**src/design/tre_pkg.sv**
```systemverilog
// Shared types and constants for the TCP RTT estimator.
// No dependencies; compiled before the interfaces and all modules.
package tre_pkg;

  localparam int SEQ_W   = 32;            // sequence / tick / sample width
  localparam int STATE_W = 36;            // estimator state width
  localparam int ACC_W   = STATE_W + 2;   // signed working width for the update

  localparam logic [SEQ_W-1:0] RTO_MIN_RESET = 32'd50;

  localparam int SRTT_SHIFT = 3;          // smoothed RTT kept x8
  localparam int MDEV_SHIFT = 2;          // mean deviation kept x4
  localparam int FINE_SHIFT = 3;          // extra attenuation when RTT falls
  localparam int VAR_DECAY_SHIFT = 2;

  typedef struct packed {
    logic             has_timestamp;
    logic [SEQ_W-1:0] echo_timestamp;
    logic [SEQ_W-1:0] current_time;
    logic [SEQ_W-1:0] sequence_rtt;
    logic             retrans_acked;
    logic [SEQ_W-1:0] unacked_sequence;
    logic [SEQ_W-1:0] next_sequence;
  } in_item_t;

  typedef struct packed {
    logic             valid;   // a usable sample was found
    logic [SEQ_W-1:0] value;   // never zero when valid
  } sample_t;

  typedef struct packed {
    logic [STATE_W-1:0] srtt;
    logic [STATE_W-1:0] mdev;
    logic [STATE_W-1:0] dev_peak;
    logic [STATE_W-1:0] rttvar;
    logic [SEQ_W-1:0]   epoch_seq;
  } est_state_t;

endpackage

```
**src/design/tre_if.sv**
```systemverilog
// Valid/ready channel interfaces: ACK events in, estimates out, config writes.
// Depends on tre_pkg for widths.
interface tre_in_if;
  logic                        valid;
  logic                        ready;
  logic                        has_timestamp;
  logic [tre_pkg::SEQ_W-1:0]   echo_timestamp;
  logic [tre_pkg::SEQ_W-1:0]   current_time;
  logic signed [tre_pkg::SEQ_W-1:0] sequence_rtt;
  logic                        retrans_acked;
  logic [tre_pkg::SEQ_W-1:0]   unacked_sequence;
  logic [tre_pkg::SEQ_W-1:0]   next_sequence;

  modport source (output valid, has_timestamp, echo_timestamp, current_time, sequence_rtt,
                  retrans_acked, unacked_sequence, next_sequence, input ready);
  modport sink   (input valid, has_timestamp, echo_timestamp, current_time, sequence_rtt,
                  retrans_acked, unacked_sequence, next_sequence, output ready);
endinterface

interface tre_out_if;
  logic                        valid;
  logic                        ready;
  logic                        sample_used;
  logic [tre_pkg::STATE_W-1:0] smoothed_rtt_x8;
  logic [tre_pkg::STATE_W-1:0] mean_deviation_x4;
  logic [tre_pkg::STATE_W-1:0] rtt_variance;

  modport source (output valid, sample_used, smoothed_rtt_x8, mean_deviation_x4,
                  rtt_variance, input ready);
  modport sink   (input valid, sample_used, smoothed_rtt_x8, mean_deviation_x4,
                  rtt_variance, output ready);
endinterface

interface tre_cfg_if;
  logic                      valid;
  logic                      ready;
  logic [tre_pkg::SEQ_W-1:0] data;

  modport source (output valid, data, input ready);
  modport sink   (input valid, data, output ready);
endinterface

```
**src/design/tcp_rtt_estimator_top.sv**
```systemverilog
// TCP RTT estimator top level (Jacobson/Karels with Karn's rule).
// Path: input register, then result register; an item waits in the input register while
// the result register is held by back-pressure.
// Throughput: one ACK event per cycle while results are taken; state update is combinational.
// Reset (rst_n low, synchronous): state cleared to zero, rto_minimum back to 50, no items held.
// Depends on tre_pkg, tre_if, tre_sample_sel and tre_estimate.
module tcp_rtt_estimator_top (
  input  logic         clk,
  input  logic         rst_n,
  tre_in_if.sink       in_if,
  tre_out_if.source    out_if,
  tre_cfg_if.sink      cfg_if
);
  import tre_pkg::*;

  // input stage
  in_item_t   in_r;
  logic       in_v_r;
  logic       adv;          // input stage moves into the result register

  // estimator state and config
  est_state_t st_r, st_nxt;
  logic [SEQ_W-1:0] rto_min_r;

  // result register
  logic               out_v_r;
  logic               used_r;
  logic [STATE_W-1:0] srtt_out_r, mdev_out_r, var_out_r;

  sample_t smp;

  // Result register frees up when empty or taken this cycle; input stage
  // then refills in the same cycle, so items stream at one per clock while results are taken.
  assign adv          = in_v_r && (!out_v_r || out_if.ready);
  assign in_if.ready  = !in_v_r || adv;
  assign cfg_if.ready = 1'b1;

  assign out_if.valid             = out_v_r;
  assign out_if.sample_used       = used_r;
  assign out_if.smoothed_rtt_x8   = srtt_out_r;
  assign out_if.mean_deviation_x4 = mdev_out_r;
  assign out_if.rtt_variance      = var_out_r;

  tre_sample_sel u_sel (
    .item (in_r),
    .smp  (smp)
  );

  tre_estimate u_est (
    .cur       (st_r),
    .smp       (smp),
    .una       (in_r.unacked_sequence),
    .nxt       (in_r.next_sequence),
    .rto_min   (rto_min_r),
    .nxt_state (st_nxt)
  );

  // control and state
  always_ff @(posedge clk) begin
    if (!rst_n) begin
      in_v_r    <= 1'b0;
      out_v_r   <= 1'b0;
      st_r      <= '0;
      rto_min_r <= RTO_MIN_RESET;
    end else begin
      if (in_if.valid && in_if.ready) begin
        in_v_r <= 1'b1;
      end else if (adv) begin
        in_v_r <= 1'b0;
      end
      if (adv) begin
        out_v_r <= 1'b1;
        st_r    <= st_nxt;
      end else if (out_if.ready) begin
        out_v_r <= 1'b0;
      end
      if (cfg_if.valid) begin
        rto_min_r <= cfg_if.data;
      end
    end
  end

  // payload registers, no reset needed
  always_ff @(posedge clk) begin
    if (in_if.valid && in_if.ready) begin
      in_r.has_timestamp    <= in_if.has_timestamp;
      in_r.echo_timestamp   <= in_if.echo_timestamp;
      in_r.current_time     <= in_if.current_time;
      in_r.sequence_rtt     <= in_if.sequence_rtt;
      in_r.retrans_acked    <= in_if.retrans_acked;
      in_r.unacked_sequence <= in_if.unacked_sequence;
      in_r.next_sequence    <= in_if.next_sequence;
    end
    if (adv) begin
      used_r     <= smp.valid;
      srtt_out_r <= st_nxt.srtt;
      mdev_out_r <= st_nxt.mdev;
      var_out_r  <= st_nxt.rttvar;
    end
  end

  // held input item must not be overwritten
  a_no_overrun: assert property (@(posedge clk) disable iff (!rst_n)
    (in_v_r && !adv) |-> !in_if.ready)
    else $error("input stage accepted while holding an item");

  // event without a usable sample leaves the estimator untouched
  a_state_hold: assert property (@(posedge clk) disable iff (!rst_n)
    (adv && !smp.valid) |=> $stable(st_r))
    else $error("state changed without a sample");

  // any used sample leaves a nonzero smoothed RTT
  a_srtt_nonzero: assert property (@(posedge clk) disable iff (!rst_n)
    (adv && smp.valid) |=> (st_r.srtt != '0))
    else $error("smoothed RTT zero after update");

  // result reports the state just written
  a_out_matches: assert property (@(posedge clk) disable iff (!rst_n)
    adv |=> (out_v_r && (srtt_out_r == st_r.srtt) && (var_out_r == st_r.rttvar)))
    else $error("result does not match estimator state");

endmodule

```
**src/design/tre_sample_sel.sv**
```systemverilog
// RTT sample selection: timestamp echo first, then sequence timing (Karn's rule).
// Depends on tre_pkg.
module tre_sample_sel (
  input  tre_pkg::in_item_t item,
  output tre_pkg::sample_t  smp
);
  import tre_pkg::*;

  logic             ts_ok;
  logic             seq_ok;
  logic [SEQ_W-1:0] ts_diff;
  logic [SEQ_W-1:0] raw;

  always_comb begin
    ts_ok   = item.has_timestamp && (item.echo_timestamp != '0);
    seq_ok  = !item.sequence_rtt[SEQ_W-1] && !item.retrans_acked;
    ts_diff = item.current_time - item.echo_timestamp;   // wraps mod 2^32
    raw     = ts_ok ? ts_diff : item.sequence_rtt;
    smp.valid = ts_ok || seq_ok;
    // zero sample counts as one tick
    smp.value = (raw == '0) ? {{(SEQ_W-1){1'b0}}, 1'b1} : raw;
  end

endmodule

```
**src/design/tre_estimate.sv**
```systemverilog
// Jacobson/Karels state update for one sample: srtt, mdev, max deviation, variance.
// Depends on tre_pkg; purely combinational.
module tre_estimate (
  input  tre_pkg::est_state_t       cur,
  input  tre_pkg::sample_t          smp,
  input  logic [tre_pkg::SEQ_W-1:0] una,
  input  logic [tre_pkg::SEQ_W-1:0] nxt,
  input  logic [tre_pkg::SEQ_W-1:0] rto_min,
  output tre_pkg::est_state_t       nxt_state
);
  import tre_pkg::*;

  logic signed [ACC_W-1:0] m, s, d, m1, s_new, mag, mag_adj, adj, d_new;
  logic [STATE_W-1:0] mdev_upd, max_upd, var_upd, rto_ext, init_mdev;
  logic [SEQ_W-1:0]   epoch_diff;

  always_comb begin
    m  = {{(ACC_W-SEQ_W){1'b0}}, smp.value};
    s  = {{(ACC_W-STATE_W){1'b0}}, cur.srtt};
    d  = {{(ACC_W-STATE_W){1'b0}}, cur.mdev};
    m1 = m - (s >>> SRTT_SHIFT);
    s_new = s + m1;
    // RTT fell: use the magnitude, shrink the positive part further
    mag = -m1 - (d >>> MDEV_SHIFT);
    mag_adj = (!mag[ACC_W-1] && (mag != '0)) ? (mag >>> FINE_SHIFT) : mag;
    adj = m1[ACC_W-1] ? mag_adj : (m1 - (d >>> MDEV_SHIFT));
    d_new = d + adj;

    rto_ext  = {{(STATE_W-SEQ_W){1'b0}}, rto_min};
    mdev_upd = d_new[STATE_W-1:0];
    max_upd  = cur.dev_peak;
    var_upd  = cur.rttvar;
    if (mdev_upd > max_upd) begin
      max_upd = mdev_upd;
      if (max_upd > var_upd) begin
        var_upd = max_upd;
      end
    end

    // serial-number compare: una is past the recorded epoch
    epoch_diff = cur.epoch_seq - una;

    init_mdev = {{(STATE_W-SEQ_W-1){1'b0}}, smp.value, 1'b0};

    nxt_state = cur;
    if (smp.valid) begin
      if (cur.srtt != '0) begin
        nxt_state.srtt     = s_new[STATE_W-1:0];
        nxt_state.mdev     = mdev_upd;
        nxt_state.dev_peak = max_upd;
        nxt_state.rttvar   = var_upd;
        if (epoch_diff[SEQ_W-1]) begin
          if (max_upd < var_upd) begin
            nxt_state.rttvar = var_upd - ((var_upd - max_upd) >> VAR_DECAY_SHIFT);
          end
          nxt_state.epoch_seq = nxt;
          nxt_state.dev_peak  = rto_ext;
        end
      end else begin
        nxt_state.srtt      = {{(STATE_W-SEQ_W-SRTT_SHIFT){1'b0}}, smp.value,
                               {SRTT_SHIFT{1'b0}}};
        nxt_state.mdev      = init_mdev;
        nxt_state.dev_peak  = (init_mdev > rto_ext) ? init_mdev : rto_ext;
        nxt_state.rttvar    = nxt_state.dev_peak;
        nxt_state.epoch_seq = nxt;
      end
    end
  end

endmodule
```
**src/flat_wrapper.sv**
```systemverilog
// flat-port wrapper written by rule: the top's interface ports become plain ports
module tcp_rtt_estimator_top_flat import tre_pkg::*;
  (clk, rst_n, in_if_valid, in_if_has_timestamp, in_if_echo_timestamp, in_if_current_time, in_if_sequence_rtt, in_if_retrans_acked, in_if_unacked_sequence, in_if_next_sequence, in_if_ready, out_if_valid, out_if_sample_used, out_if_smoothed_rtt_x8, out_if_mean_deviation_x4, out_if_rtt_variance, out_if_ready, cfg_if_valid, cfg_if_data, cfg_if_ready);
  tre_in_if in_if_i ();
  tre_out_if out_if_i ();
  tre_cfg_if cfg_if_i ();
  input  logic clk;
  input  logic rst_n;
  input wire logic [$bits(in_if_i.valid)-1:0] in_if_valid;
  input wire logic [$bits(in_if_i.has_timestamp)-1:0] in_if_has_timestamp;
  input wire logic [$bits(in_if_i.echo_timestamp)-1:0] in_if_echo_timestamp;
  input wire logic [$bits(in_if_i.current_time)-1:0] in_if_current_time;
  input wire logic [$bits(in_if_i.sequence_rtt)-1:0] in_if_sequence_rtt;
  input wire logic [$bits(in_if_i.retrans_acked)-1:0] in_if_retrans_acked;
  input wire logic [$bits(in_if_i.unacked_sequence)-1:0] in_if_unacked_sequence;
  input wire logic [$bits(in_if_i.next_sequence)-1:0] in_if_next_sequence;
  output wire logic [$bits(in_if_i.ready)-1:0] in_if_ready;
  output wire logic [$bits(out_if_i.valid)-1:0] out_if_valid;
  output wire logic [$bits(out_if_i.sample_used)-1:0] out_if_sample_used;
  output wire logic [$bits(out_if_i.smoothed_rtt_x8)-1:0] out_if_smoothed_rtt_x8;
  output wire logic [$bits(out_if_i.mean_deviation_x4)-1:0] out_if_mean_deviation_x4;
  output wire logic [$bits(out_if_i.rtt_variance)-1:0] out_if_rtt_variance;
  input wire logic [$bits(out_if_i.ready)-1:0] out_if_ready;
  input wire logic [$bits(cfg_if_i.valid)-1:0] cfg_if_valid;
  input wire logic [$bits(cfg_if_i.data)-1:0] cfg_if_data;
  output wire logic [$bits(cfg_if_i.ready)-1:0] cfg_if_ready;
  assign in_if_i.valid = in_if_valid;
  assign in_if_i.has_timestamp = in_if_has_timestamp;
  assign in_if_i.echo_timestamp = in_if_echo_timestamp;
  assign in_if_i.current_time = in_if_current_time;
  assign in_if_i.sequence_rtt = in_if_sequence_rtt;
  assign in_if_i.retrans_acked = in_if_retrans_acked;
  assign in_if_i.unacked_sequence = in_if_unacked_sequence;
  assign in_if_i.next_sequence = in_if_next_sequence;
  assign in_if_ready = in_if_i.ready;
  assign out_if_valid = out_if_i.valid;
  assign out_if_sample_used = out_if_i.sample_used;
  assign out_if_smoothed_rtt_x8 = out_if_i.smoothed_rtt_x8;
  assign out_if_mean_deviation_x4 = out_if_i.mean_deviation_x4;
  assign out_if_rtt_variance = out_if_i.rtt_variance;
  assign out_if_i.ready = out_if_ready;
  assign cfg_if_i.valid = cfg_if_valid;
  assign cfg_if_i.data = cfg_if_data;
  assign cfg_if_ready = cfg_if_i.ready;
  tcp_rtt_estimator_top u_core (.clk(clk), .rst_n(rst_n), .in_if(in_if_i), .out_if(out_if_i), .cfg_if(cfg_if_i));
endmodule
```
**config.mk**
```make
export PLATFORM = sky130hd
export DESIGN_NAME = tcp_rtt_estimator_top_flat
export DESIGN_NICKNAME = d
export VERILOG_FILES = /design/src/design/tre_pkg.sv /design/src/design/tre_if.sv /design/src/design/tcp_rtt_estimator_top.sv /design/src/design/tre_sample_sel.sv /design/src/design/tre_estimate.sv /design/src/flat_wrapper.sv
export SDC_FILE = /design/constraint.sdc
export NUM_CORES = 2
export LEC_CHECK = 0
export ABC_CLOCK_PERIOD_IN_PS = 23600
export BUFFER_PORTS_ARGS = -buffer_cell sky130_fd_sc_hd__buf_2
export CORE_MARGIN = 5
export CORE_UTILIZATION = 62
export CTS_BUF_LIST = sky130_fd_sc_hd__clkbuf_4 sky130_fd_sc_hd__clkbuf_8 sky130_fd_sc_hd__clkbuf_16
export CTS_CLUSTER_DIAMETER = 50
export CTS_CLUSTER_SIZE = 8
export DETAILED_ROUTE_END_ITERATION = 12
export PLACE_DENSITY_LB_ADDON = 0.2
export SLEW_MARGIN = 10
export SYNTH_ARGS = -nofsm -noshare
export SYNTH_HDL_FRONTEND = slang
export SYNTH_HIERARCHICAL = 1
export SYNTH_SLANG_ARGS = --single-unit
```
**constraint.sdc**
```tcl
create_clock -name clk -period 23.6 [get_ports clk]
set_input_delay 2.36 -clock clk [delete_from_list [all_inputs] [get_ports clk]]
set_output_delay 2.36 -clock clk [all_outputs]
set_load 0.1 [all_outputs]
```
==> metrics.md <==
| Metric | Value |
|---|---|
| Sequential-to-total area share from yosys stat | `between 30% and 40%` |
| Asr flop ratio synth | `0%` |
| Mean Syn Cell Area | `8.51 sq um` |
| EDFF count, synth | `271` |
| Crit-path slowest cell | `a2111oi_1` |
| Ys flop type | `edfxtp_1` |
| Worst-path fanout max | `13` |
| Root Buffer Master | `clkbuf_16` |
| Crit path largest cell delay | `0.66 ns` |
| Critical path endpoint category | `flop` |
| RePlAce Congestion | `0.996` |
| Crit path arrival time | `22.89 ns` |
| Starting Density | `62.7%` |
| DRC viols | `0` |
| Global-route wire length before repair | `between 150000 and 200000 um` |
| Avg WL per Cell | `about 22 um` |
| Clk_lat worst skew | `0.64 ns` |
| I/O pins | `311` |
| Drt first pass iters | `6` |
| Final net count | `5646` |
| Run status | `completed` |
| Longest Clk Path Bufs | `3` |
| Final min period | `22.34 ns` |
| Drt total wl | `131000 um` |
| Pins Over Slew Limit | `0` |
| Commonest non-fill, non-tap cell in the layout | `nand2_1` |
| Fin crit share | `94.7%` |
| R2R depth | `a little under 90` |
| Skew final | `between 0.03 and 0.04 ns` |
| Commonest cells after routing, fill and taps aside | `nand2_1, ha_1, inv_1` |
| RSZ-0062 raised after global routing | `no` |
| Layout cell share with drive strength beyond 1 | `13.2%` |
| Die Y-Extent | `265 um` |
| Antenna viol nets, final | `0` |
| Buf/Inv on CP | `5` |
| Area of the multi-input gates | `25900 sq um` |
| Htree depth | `3` |
| Mapped cell area | `slightly above 40000 sq um` |
| Largest net degree at the start of global routing | `between 200 and 250` |
| Gr usage total | `35.2%` |
| Final hold vios | `0` |
| Vias | `37225` |
| Yosys warns | `6` |
| Max Clock Freq | `about 45 MHz` |
| CP Depth | `89` |
| Hold Path Class | `flop to flop` |
| Die X-Extent | `approximately 270 um` |
| CTS tree | `done` |
| Initial antenna violation count | `19` |
| Slew @ Worst Pin | `around 1.2 ns` |
| Worst path top cell family by delay | `compound AO/OA/AOI/OAI gates` |
| Max-Cap Viols | `0` |
| Site row count | `93` |
| CP required | `24.15 ns` |
| # fillers | `5118` |
| Syn Nets | `5394` |
| Yosys reg bits | `481` |
| Synth-to-Final Area Change | `12.7%` |
| PortBufs | `between 300 and 400` |
| Placeable Area | `approximately 64000 sq um` |
| DP Wirelength | `roughly 100000 um` |
| Synth Instances | `4747` |
| Setup TNS | `0 ns` |
| Die Area | `70400 sq um` |
| Sink Count | `481` |
| Unique masters post-synth | `99` |
| Worst Setup Path Type | `flop to flop` |
| CTS Hold Bufs | `0` |
| Final setup viols | `0` |
| Vias/cell | `6.28` |
| Register area | `12300 sq um` |
| TritonCTS Buffers | `80` |
| Startpoint Class | `flop` |
| Post-CTS Setup Inserts | `0` |
| Max_slew headroom | `between 20% and 30%` |
| Vias in the first global route | `34561` |
| Hold path depth | `2` |
| GRT overflow | `0` |
| 1st-iter DRT viols | `4149` |
| R2R Setup Slk | `1.26 ns` |
| CTS clk-pin slew, worst paths | `roughly 0.050 ns` |
| Critical Path Most Common Cell | `o21ai_0` |
-- cells by family (layout without fill, tap and decap cells) --
group           Yosys count  count (layout)  synth area share (%)
fa+ha+maj               448             448                  14.0
other cells               1               9               0.00928
flops                   481             481                  30.5
simple gates           1443            1443                  16.2
buf+inv                 569             886                  5.80
compound gates         1257            1258                  20.3
xor+xnor                219             219                  4.75
mux                     329             329                  8.38
-- routing by layer --
metal  vias to the layer above  wire length [um]  share of wire, %  track usage [%]
met5                         -               112             0.086                0
met4                        16              6390               4.9             14.5
met1                     17359             53900                41             47.9
met2                      1848             56200                43             54.2
li1                      17641                 -                 -                -
met3                       361             14000                11             8.63
-- cells in the mapped netlist, types with 23 or more instances --
master    count  area share, %
a31oi_1      51           0.79
dfxtp_1     210             10
a21o_1      149            2.8
and2_1       24           0.37
edfxtp_1    271             20
xnor2_1     146            3.2
o21ai_0     255            3.2
nand2b_1     44           0.68
o21bai_1     34           0.63
o21ai_1      25           0.31
nor3_1       52           0.64
xor2_1       73            1.6
mux2i_1     257            6.4
nand2_1     674            6.3
clkbuf_1    136            1.3
inv_1       371            3.4
o21a_1       47           0.87
nand3_1      56           0.69
or2_2        23           0.36
mux2_2       70            2.0
a21oi_1     356            4.4
o211ai_1     59            1.1
nor4_1       28           0.43
nand4_1      60           0.93
a211oi_1     46           0.85
and3_1       30           0.46
nor2_1      308            2.9
ha_1        441             14
or3_1        33           0.51
nor2b_1      67            1.0
-- worst register-to-register path, delay by kind of cell (launching register included) --
family                     cells  cell delay, ns
xor gates and xnor gates       6            1.10
buffers and inverters          5            0.54
AOI/OAI and AO/OA             49           13.14
DFF                            1            0.35
and+or+nand+nor               18            3.66
adders and majority gates      9            2.91
muxes                          2            0.54
-- final timing paths --
path                                               startpoint                            end
worst max-delay path               u_core/in_r[137]$_DFFE_PP_   u_core/st_r[67]$_SDFFE_PN0P_
worst min-delay path            u_core/st_r[100]$_SDFFE_PN0P_  u_core/st_r[100]$_SDFFE_PN0P_
worst max register to register     u_core/in_r[137]$_DFFE_PP_   u_core/st_r[67]$_SDFFE_PN0P_
worst min register to register  u_core/st_r[100]$_SDFFE_PN0P_  u_core/st_r[100]$_SDFFE_PN0P_
-- final cells by class --
type / instances / area share [%]
multi-input cells: 3698 / 56.8
well taps: 855 / 2.35
clock buffers: 126 / 5.23
flip-flops and latches: 481 / 27.1
diodes: 8 / 0.0440
clock inverters: 22 / 0.959
repair buffers: 366 / 4.44
inverters: 372 / 3.07
-- state kept, by name (all words and copies together), names as in the netlist --
signal	flops
u_core/st_r	176
u_core/in_r	162
u_core/out_if.mean_deviation_x4	36
u_core/out_if.rtt_variance	36
u_core/out_if.smoothed_rtt_x8	36
u_core/rto_min_r	32
u_core/in_v_r	1
u_core/out_if.sample_used	1
u_core/out_if.valid	1
-- through the flow --
| stage | utilization (%) | hold WS (ns) | std cells | instance area, sq um | worst slack (ns) |
|---|---|---|---|---|---|
| floorplan | - | 0.434 | 4747 | 40400 | 5.01 |
| global placement | 66.2 | 0.442 | 5771 | 42700 | 1.93 |
| detailed placement | 66.2 | 0.447 | 5771 | 42700 | 1.36 |
| CTS | 70.6 | 0.457 | 5919 | 45500 | 1.26 |
| global route | 70.6 | 0.477 | 5925 | 45500 | 0.0406 |
| finish | 70.6 | 0.458 | 5928 | 45500 | 1.26 |
-- what timing repair did --
item,CTS,global route
gates resized for setup,0,6
endpoints found under the setup margin,0,10
endpoints found under the hold margin,0,0
Power is not shown: default switching activity piles up to over one toggle a cycle in this logic, so the estimate is an artifact.
